`src/rtl/ks_pkg.sv`:
```
// Shared types and constants for the keyed record sorter.
package ks_pkg;

  // Width of the key and of each payload word.
  localparam int unsigned WordW = 32;

  // One record as held in a cell of the sorting chain.
  typedef struct packed {
    logic signed [WordW-1:0] key;
    logic signed [WordW-1:0] payload_a;
    logic signed [WordW-1:0] payload_b;
    logic signed [WordW-1:0] payload_c;
  } rec_t;

  // Control broadcast from the top level to every cell.
  typedef struct packed {
    logic load;   // Insert the broadcast record into the chain.
    logic drain;  // Shift the chain one place toward the output.
  } cell_ctrl_t;

endpackage

```
`src/rtl/ks_cell.sv`:
```
// One cell of the insertion sorting chain: holds a single record and its valid bit.
module ks_cell (
  input  logic               clk_i,
  input  logic               rst_ni,
  input  ks_pkg::cell_ctrl_t ctrl_i,
  input  ks_pkg::rec_t       new_rec_i,
  input  logic               left_gt_i,
  input  logic               left_valid_i,
  input  ks_pkg::rec_t       left_rec_i,
  input  logic               right_valid_i,
  input  ks_pkg::rec_t       right_rec_i,
  output logic               gt_o,
  output logic               valid_o,
  output ks_pkg::rec_t       rec_o
);

  logic         valid_q, valid_d;
  ks_pkg::rec_t rec_q, rec_d;

  // An empty cell counts as holding an infinite key. Equal keys do not count as
  // greater, so a new record lands after the ones with the same key.
  assign gt_o = !valid_q || ($signed(rec_q.key) > $signed(new_rec_i.key));

  // Next contents: shift right and insert while loading, shift left while draining.
  always_comb begin
    valid_d = valid_q;
    rec_d   = rec_q;
    if (ctrl_i.drain) begin
      valid_d = right_valid_i;
      rec_d   = right_rec_i;
    end else if (ctrl_i.load && gt_o) begin
      if (left_gt_i) begin
        valid_d = left_valid_i;
        rec_d   = left_rec_i;
      end else begin
        valid_d = 1'b1;
        rec_d   = new_rec_i;
      end
    end
  end

  // Valid bit is control state; the record itself needs no reset.
  always_ff @(posedge clk_i or negedge rst_ni) begin
    if (!rst_ni) begin
      valid_q <= 1'b0;
    end else begin
      valid_q <= valid_d;
    end
  end

  always_ff @(posedge clk_i) begin
    rec_q <= rec_d;
  end

  assign valid_o = valid_q;
  assign rec_o   = rec_q;

endmodule

```
`config.mk`:
```
export PLATFORM = sky130hd
export DESIGN_NAME = ks_cell
export DESIGN_NICKNAME = d
export VERILOG_FILES = /design/src/rtl/ks_pkg.sv /design/src/rtl/ks_cell.sv
export SDC_FILE = /design/constraint.sdc
export NUM_CORES = 1
export LEC_CHECK = 0
export ABC_AREA = 1
export BUFFER_PORTS_ARGS = -buffer_cell sky130_fd_sc_hd__buf_2
export CAP_MARGIN = 20
export CELL_PAD_IN_SITES_DETAIL_PLACEMENT = 2
export CELL_PAD_IN_SITES_GLOBAL_PLACEMENT = 2
export CORE_AREA = 3 3 203 205
export DETAILED_ROUTE_END_ITERATION = 10
export DIE_AREA = 0 0 206 208
export GPL_TIMING_DRIVEN = 0
export PLACE_DENSITY = 0.69
export SETUP_SLACK_MARGIN = 0.15
export SLEW_MARGIN = 5
export SYNTH_ARGS = -nofsm -noshare
export SYNTH_HDL_FRONTEND = slang
export SYNTH_SLANG_ARGS = --single-unit
```
`constraint.sdc`:
```
create_clock -name clk_i -period 4.5 [get_ports clk_i]
set_input_delay 0.225 -clock clk_i [delete_from_list [all_inputs] [get_ports clk_i]]
set_output_delay 0.225 -clock clk_i [all_outputs]
set_load 0.03 [all_outputs]
```
==> results of run 1 <==
-- registers in the layout, indices dropped and copies added, names as in the netlist --
signal / cells
rec_o: 128
valid_o: 1
-- per-stage QoR --
stage | worst slack (ns) | util (%) | cell area, um2 | power, mW
CTS | 1.21 | 28.3 | 11200 | 4.08
global placement | -0.613 | 26.7 | 10600 | 2.62
detailed placement | 1.22 | 26.9 | 10600 | 2.65
floorplan | 0.698 | - | 7330 | 2.16
finish | 1.26 | 28.4 | 11200 | 4.02
global route | 1.05 | 28.3 | 11200 | 4.22
-- per-layer routing --
metal | routed length, um | global-route usage (%) | vias to the layer above
li1 | - | - | 4049
met2 | 21700 | 34.3 | 348
met1 | 15900 | 20.5 | 4119
met5 | 120 | 0 | -
met3 | 3650 | 7.12 | 70
met4 | 1060 | 6.91 | 18
-- logic make-up after synthesis --
family / count (synthesis) / share of synthesized area, %
AOI/OAI and AO/OA: 271 / 18.7
buffers and inverters: 102 / 5.34
and+or+nand+nor: 329 / 17.7
DFF: 129 / 52.8
adders and majority gates: 32 / 5.46
-- layout make-up --
| cell class | count | area, um2 |
|---|---|---|
| Multi-Input combinational cell | 632 | 3080 |
| Timing Repair Buffer | 523 | 2660 |
| Clock buffer | 17 | 425 |
| Inverter | 46 | 173 |
| Tap cell | 525 | 657 |
| Clock inverter | 15 | 133 |
| Antenna cell | 11 | 27.5 |
| Fill cell | 4813 | 28400 |
| Buffer | 56 | 219 |
| Sequential cell | 129 | 3870 |
-- path summary, 6_finish.rpt --
| path | endpoint | from | depth (start not counted) |
|---|---|---|---|
| max | rec_o[57] | rec_o[127] | 14 |
| min | rec_o[75] | right_rec_i[75] | 3 |
| max reg2reg | rec_o[57] | rec_o[127] | 14 |
| min reg2reg | valid_o | valid_o | 2 |
| max in group asynchronous | valid_o | rst_ni | 2 |
| min in group asynchronous | valid_o | rst_ni | 2 |
-- cell usage after synthesis (2+ instances only) --
| cell type | count |
|---|---|
| inv_1 | 43 |
| edfxtp_1 | 128 |
| nand2_1 | 174 |
| clkbuf_1 | 51 |
| ha_1 | 32 |
| inv_2 | 3 |
| a21o_1 | 3 |
| buf_1 | 3 |
| nand2_2 | 6 |
| a21oi_1 | 265 |
| nor2_4 | 2 |
| nor2_1 | 139 |
| nand3_1 | 4 |
-- worst register-to-register path, delay by kind of cell (launching register included) --
kind / cells / cell delay [ns]
buffers and inverters: 2 / 0.43
adders and majority gates: 1 / 0.39
and+or+nand+nor: 11 / 1.43
DFF: 1 / 0.45
-- power groups by stage --
| stage | clock, mW | combinational, mW | sequential [mW] |
|---|---|---|---|
| finish | 1.41 | 1.07 | 1.54 |
| global route | 1.49 | 1.17 | 1.55 |
| CTS | 1.45 | 1.09 | 1.54 |
| detailed placement | 0 | 1.08 | 1.57 |
| global placement | 0 | 1.05 | 1.57 |
| floorplan | 0 | 0.319 | 1.84 |
==> impl_metrics.json, run 1 <==
{
  "status": "complete, no violations",
  "synth.distinct_cells": 23,
  "cts.repair.resized": 0,
  "worstPathBufferInverterCount": 2,
  "grt_max_degree": 78,
  "async_reset_ff_share_pct": 0.775,
  "cts.path.max_buffers": 2,
  "syn2layout_area_growth_pct": 53.4,
  "intPower_mw": 2.60,
  "setup_tns_ns": 0,
  "place_inst": 1910,
  "synth.top_cell.area_share_pct": 52.4,
  "rsz0062_at_grt": "false",
  "final_net_count": 1828,
  "wl_per_cell_um": 21.7,
  "synth_area_leader_cell": "edfxtp_1",
  "hpwl_um": 33900,
  "cts_tree": "done",
  "final_common_cell": "buf_2",
  "power_frac_seq_pct": 38.3,
  "path_cells": "ha_1, nand2_1, nor2_2, nand2_2, inv_2, nand2_2, nor2_4, nand2_2, nand4_1, nand3_2, nand2_2, nand2_2, nand2_8, buf_16",
  "worstSetupEndpointType": "register",
  "place_congestion": 0.815,
  "p_comb_share_pct": 26.6,
  "drive_above_1_share_pct": 40.1,
  "antenna_left": 0,
  "worst_slew_pin_slew_ns": 0.985,
  "num_vias": 8604,
  "cts-root-buf": "clkbuf_16",
  "crit_arrival_ns": 3.32,
  "start_util_pct": 18.5,
  "r2r_setup_slack_ns": 1.26,
  "max_freq_mhz": 309,
  "yosys_warnings": 0,
  "synth_edf_count": 128,
  "antenna_found_initial": 28,
  "ys_seq_area_share_pct": 52.8,
  "h-tree-depth": 4,
  "hold_buffers": 1,
  "hold_class": "primary input to register",
  "die_area_um2": 42800,
  "netlist_area_um2": 7330,
  "finalSetupViolCount": 0,
  "viasPerCell": 4.40,
  "dieWidth_um": 206,
  "layout_common_cells": "buf_2 (521), a21oi_1 (265), nand2_1 (174)",
  "leakagePower_nw": 5.30,
  "crit_fanout": 77,
  "synthCells": 863,
  "cts.clk_slew.worst_paths_ns": 0.08,
  "slew_violations": 0,
  "syn_avg_cell_area_um2": 8.49,
  "core-area_um2": 39600,
  "synth_nets": 1286,
  "p_sw_mw": 1.41,
  "cts_sinks": 129,
  "ys.flop_type": "edfxtp_1",
  "drc": 0,
  "cpMostUsedCell": "nand2_2",
  "wl_um": 42400,
  "worst_path_largest_cell_delay_ns": 0.45,
  "stdcell_count": 1954,
  "rows": 73,
  "synth_seq_cells": 129,
  "boundaryPins": 521,
  "die_h_um": 208,
  "clk_latency_ns": 0.45,
  "crit_family": "simple AND/OR/NAND/NOR gates",
  "fin_skew_ns": 0.0150,
  "crit_required_ns": 4.58,
  "whs_ns": 0.102,
  "post-route-period-util_pct": 71.9,
  "slowest_stage": "edfxtp_1",
  "grt_usage_pct": 19.1,
  "overflow": 0,
  "clockPowerShare_pct": 35.1,
  "first_global_vias": 9613,
  "drtPass1Iterations": 4,
  "cts_setup_buffers": 0,
  "max-vdd-ir-drop_mv": 0.252,
  "p_sw_share_pct": 35.2,
  "slew_headroom_pct": 34.4,
  "grt_pass1_wl_um": 60600,
  "numPortBuffers": 520,
  "hold_violations": 0,
  "cts_buffers": 17,
  "synth_area_leaders": "edfxtp_1 (52%), a21oi_1 (18%), nand2_1 (8.9%)",
  "power_density_nw_per_um2": 357,
  "first_iter_violations": 323,
  "fin_crit_ns": 3.24,
  "cap_violations": 0,
  "worstSetupPathType": "register to register",
  "cp-start-kind": "register"
}
Power figures use the tool's default switching activity.
==> run 2: changes to the inputs <==
Clock period 4.5 ns to 3.3 ns, I/O delays scaled along.
==> impl_metrics.json, run 2 (same netlist as run 1, synthesis figures left out) <==
{
  "status": "complete, no violations",
  "worst_slack_ns": 0.381,
  "overflow": 0,
  "crit_arrival_ns": 3.05,
  "fin_crit_ns": 2.92,
  "cts_tree": "done",
  "hold_class": "primary input to async pin",
  "die_area_um2": 42800,
  "rows": 73,
  "hold_violations": 0,
  "cts_sinks": 129,
  "final_common_cell": "buf_2",
  "worstSetupEndpointType": "register",
  "rsz0062_at_grt": "false",
  "post-route-period-util_pct": 88.5,
  "grt_pass1_wl_um": 61200,
  "viasPerCell": 4.41,
  "cts.path.max_buffers": 2,
  "worstSetupPathType": "register to register",
  "antenna_found_initial": 23,
  "h-tree-depth": 4,
  "first_iter_violations": 301,
  "dieWidth_um": 206,
  "worstReg2RegStart": "rec_o[119]",
  "path_cells": "ha_1, nand2_1, nor2_1, nand2_1, inv_1, nand2_2, nor2_4, nand2_2, nand4_1, nand3_2, nand2_2, nand2_2, nand2_8, clkbuf_16",
  "syn2layout_area_growth_pct": 54.3,
  "fin_util_pct": 28.5,
  "max_freq_mhz": 343,
  "slew_violations": 0,
  "cp-start-kind": "register",
  "max-vdd-ir-drop_mv": 0.340,
  "cts-root-buf": "clkbuf_16",
  "cpMostUsedCell": "nand2_2",
  "r2r_setup_slack_ns": 0.38,
  "largest_reg_flops": 128,
  "clk_latency_ns": 0.44,
  "slew_headroom_pct": 33.1,
  "setup_tns_ns": 0,
  "drive_above_1_share_pct": 40.3,
  "worst_slew_pin_slew_ns": 1.00,
  "pre_cts_slack_ns": 0.0712,
  "hpwl_um": 34600,
  "final_net_count": 1830,
  "cap_violations": 0,
  "leakagePower_nw": 5.34,
  "antenna_left": 0,
  "place_congestion": 0.861,
  "numPortBuffers": 520,
  "first_global_vias": 9541,
  "num_vias": 8618,
  "wl_um": 43200,
  "cts_buffers": 17,
  "boundaryPins": 521,
  "crit_fanout": 33,
  "worst_r2r_endpoint": "rec_o[15]",
  "reg2reg_depth": 14,
  "worst_path_largest_cell_delay_ns": 0.45,
  "finalSetupViolCount": 0,
  "grt_max_degree": 67,
  "place_area_um2": 10600,
  "wl_per_cell_um": 22.1,
  "grt_usage_pct": 19.4,
  "fin_skew_ns": 0.0106,
  "drtPass1Iterations": 4,
  "die_h_um": 208,
  "core-area_um2": 39600,
  "start_util_pct": 18.5,
  "drc": 0,
  "layout_common_cells": "buf_2 (521), a21oi_1 (265), nand2_1 (174)",
  "power_density_nw_per_um2": 494,
  "stdcell_area_um2": 11300,
  "cts.clk_slew.worst_paths_ns": 0.06,
  "slowest_stage": "edfxtp_1",
  "cts_setup_buffers": 0,
  "crit_required_ns": 3.43,
  "fillCellCount": 4782
}
## run 2: changes by cell type in the layout (fill, tap and decap cells not counted)
cell	delta
clkinv_4	-2
nand2_4	+1
inv_6	-4
bufinv_16	+2
diode_2	-2
clkinvlp_4	+2
clkinv_2	+4
clkinv_1	-2
clkbuf_16	+1
## run 2: what timing repair did
item | 4_1_cts | 5_1_grt
resized for setup | 0 | 0
pin swaps | 1 | 0
hold endpoints to repair | 1 | 0
gates cloned | 1 | 1
hold buffers | 1 | 0
setup endpoints to repair | 65 | 65
## run 2: cell type report
cell class | count | area [um2] | share of cell area [%]
Tap cell | 525 | 657 | 5.81
Sequential cell | 129 | 3870 | 34.2
Multi-Input combinational cell | 633 | 3090 | 27.4
Clock buffer | 17 | 425 | 3.76
Timing Repair Buffer | 524 | 2680 | 23.7
Antenna cell | 9 | 22.5 | 0.199
Buffer | 56 | 219 | 1.94
Clock inverter | 15 | 168 | 1.48
Inverter | 46 | 173 | 1.53
## run 2: how the worst max path moves through the flow
stage	start	end	slack, ns	cells after the start
floorplan	rec_o[127]	rec_o[0]	0.16	13
CTS	rec_o[127]	rec_o[66]	0.20	14
global route	rec_o[119]	rec_o[78]	0.16	14
detailed placement	rec_o[119]	rec_o[51]	0.07	14
global placement	rec_o[119]	rec_o[34]	-0.51	13
finish	rec_o[119]	rec_o[15]	0.38	14
## run 2: routing by layer
metal	global-route usage (%)	up-vias	share of wire, %
met5	0	-	0.28
met2	35.2	338	52
met3	7.76	73	8.9
li1	-	4056	-
met4	6.18	16	2.7
met1	20.3	4135	36
## run 2: where the power goes
group / switching (mW) / total, mW / leakage (nW) / internal (mW)
registers: 0.0680 / 2.10 / 1.29 / 2.03
clock network: 0.832 / 2.01 / 0.275 / 1.18
logic: 0.993 / 1.47 / 3.77 / 0.479
## run 2: critical path: cells and delay by family (launching register included)
family / cells / cell delay [ns]
adder cells (fa/ha/maj): 1 / 0.33
buffers and inverters: 2 / 0.42
flip-flops: 1 / 0.45
AND/OR/NAND/NOR: 11 / 1.39
## run 2: per-stage QoR
stage	hold WS, ns	total power, mW	cells
after floorplan	-0.131	2.94	863
after detailed placement	-0.0529	3.61	1910
final	0.0302	5.59	1954
after CTS	0.0000150	5.66	1944
after global routing	0.0131	5.86	1950
after global placement	-0.0554	3.57	1908
==> run 3: changes to the inputs <==
Settings changed: CORE_AREA 3 3 203 205 to not set, CORE_MARGIN set to 3, CORE_UTILIZATION set to 19, DIE_AREA 0 0 206 208 to not set, PLACE_DENSITY 0.69 to 0.73.
Clock period 3.3 ns to 2.6 ns, I/O delays scaled along.
==> impl_metrics.json, run 3 (same netlist as run 1, synthesis figures left out) <==
{
  "hpwl_um": 34100,
  "crit_arrival_ns": 2.70,
  "slew_violations": 0,
  "dieWidth_um": 202,
  "power_density_nw_per_um2": 589,
  "crit_fanout": 8,
  "cap_violations": 0,
  "die_h_um": 202,
  "finalSetupViolCount": 0,
  "final_net_count": 1924,
  "layout_common_cells": "buf_2 (520), a21oi_1 (264), nand2_1 (167)",
  "drc": 0,
  "core-area_um2": 37800,
  "crit_family": "simple AND/OR/NAND/NOR gates",
  "place_area_um2": 10600,
  "pre_cts_slack_ns": -0.500,
  "worstSetupEndpointType": "register",
  "drtPass1Iterations": 5,
  "wl_per_cell_um": 24.0,
  "overflow": 0,
  "syn2layout_area_growth_pct": 71.1,
  "cp-start-kind": "register",
  "final_common_cell": "buf_2",
  "rsz0062_at_grt": "true",
  "fillCellCount": 4444,
  "worstPathBufferInverterCount": 2,
  "status": "complete, no violations",
  "fin_crit_ns": 2.55,
  "boundaryPins": 521,
  "worstSetupPathType": "register to register",
  "cts-root-buf": "clkbuf_16",
  "cts_buffers": 17,
  "slew_headroom_pct": 28.7,
  "grt_usage_pct": 22.4,
  "hold_violations": 0,
  "viasPerCell": 4.56,
  "cts_sinks": 129,
  "p_total_mw": 7.38,
  "fin_skew_ns": 0.0126,
  "antenna_left": 0,
  "path_cells": "ha_1, nand2_1, nor2_2, nand2_2, inv_2, nand2_4, nor2_4, nand2_2, nand4_1, nand3_4, nand2_8, buf_12, nand2_8, nand2_4",
  "rows": 71,
  "multi_input_comb_area_um2": 3650,
  "place_inst": 1895,
  "crit_required_ns": 2.75,
  "cts.path.max_buffers": 2,
  "wl_um": 48800,
  "numPortBuffers": 520,
  "grt_max_degree": 19,
  "drive_above_1_share_pct": 41.5,
  "worst_path_largest_cell_delay_ns": 0.44,
  "max_freq_mhz": 391,
  "cts_tree": "done",
  "first_global_vias": 10300,
  "hold_class": "primary input to register",
  "die_area_um2": 41000,
  "grt_pass1_wl_um": 67500,
  "regArea_um2": 3870,
  "worst_slew_pin_slew_ns": 1.07,
  "worst_slack_ns": 0.0457,
  "cts.clk_slew.worst_paths_ns": 0.07,
  "slowest_stage": "edfxtp_1",
  "start_util_pct": 19.4,
  "antenna_found_initial": 20,
  "largest_reg_flops": 128,
  "first_iter_violations": 351,
  "stdcell_count": 2034,
  "clk_latency_ns": 0.45,
  "h-tree-depth": 4,
  "stdcell_area_um2": 12500,
  "num_vias": 9271,
  "leakagePower_nw": 5.77,
  "max-vdd-ir-drop_mv": 0.446,
  "post-route-period-util_pct": 98.2,
  "place_congestion": 0.898
}
-- run 3: worst paths after layout --
path,end,from,depth (start not counted),slack [ns]
worst max-delay path,rec_o[25],rec_o[113],14,0.05
worst min-delay path,rec_o[21],right_rec_i[21],3,0.03
worst max register to register,rec_o[25],rec_o[113],14,0.05
worst min register to register,valid_o,valid_o,2,0.74
max in group asynchronous,valid_o,rst_ni,3,1.90
min in group asynchronous,valid_o,rst_ni,3,0.58
-- run 3: final cells by class --
| class | instances | share of cell area [%] |
|---|---|---|
| diodes | 9 | 0.180 |
| plain buffers | 56 | 1.75 |
| clock buffers | 17 | 3.39 |
| clock inverters | 15 | 1.09 |
| inverters | 46 | 1.38 |
| multi-input cells | 649 | 29.1 |
| flip-flops and latches | 129 | 30.8 |
| well taps | 511 | 5.10 |
| repair buffers | 602 | 27.2 |
-- run 3: per-layer routing --
layer | track usage [%] | up-vias | routed length [um]
met4 | 8.44 | 20 | 1160
li1 | - | 4269 | -
met2 | 40.4 | 405 | 25400
met3 | 8.18 | 72 | 4370
met5 | 0 | - | 119
met1 | 23.9 | 4505 | 17800
-- run 3: tightest hold or removal path: cells and delay by family --
kind	cells	cell delay [ns]
buffers and inverters	1	0.09
and+or+nand+nor	1	0.05
AOI/OAI and AO/OA	1	0.10
-- run 3: power by group --
group / internal, mW / switching, mW
clock: 1.32 / 1.12
sequential: 2.58 / 0.101
combinational: 0.790 / 1.47
total: 4.69 / 2.69
-- run 3: what timing repair did --
item / in CTS / in global routing
pin swaps: 18 / 27
gates cloned: 9 / 8
buffers inserted: 9 / 8
gates resized for setup: 24 / 27
endpoints found under the hold margin: 63 / 0
hold buffers: 64 / 0
endpoints found under the setup margin: 130 / 130
-- run 3: per-stage QoR --
stage                     hold WS [ns]  util (%)  setup TNS (ns)
after global routing           0.00817      33.1           -3.06
after CTS                     0.000832      32.1               0
after global placement         -0.0649      28.0          -61.89
after detailed placement       -0.0694      28.1          -62.43
final                           0.0313      33.1               0
after floorplan                 -0.166         -           -8.08
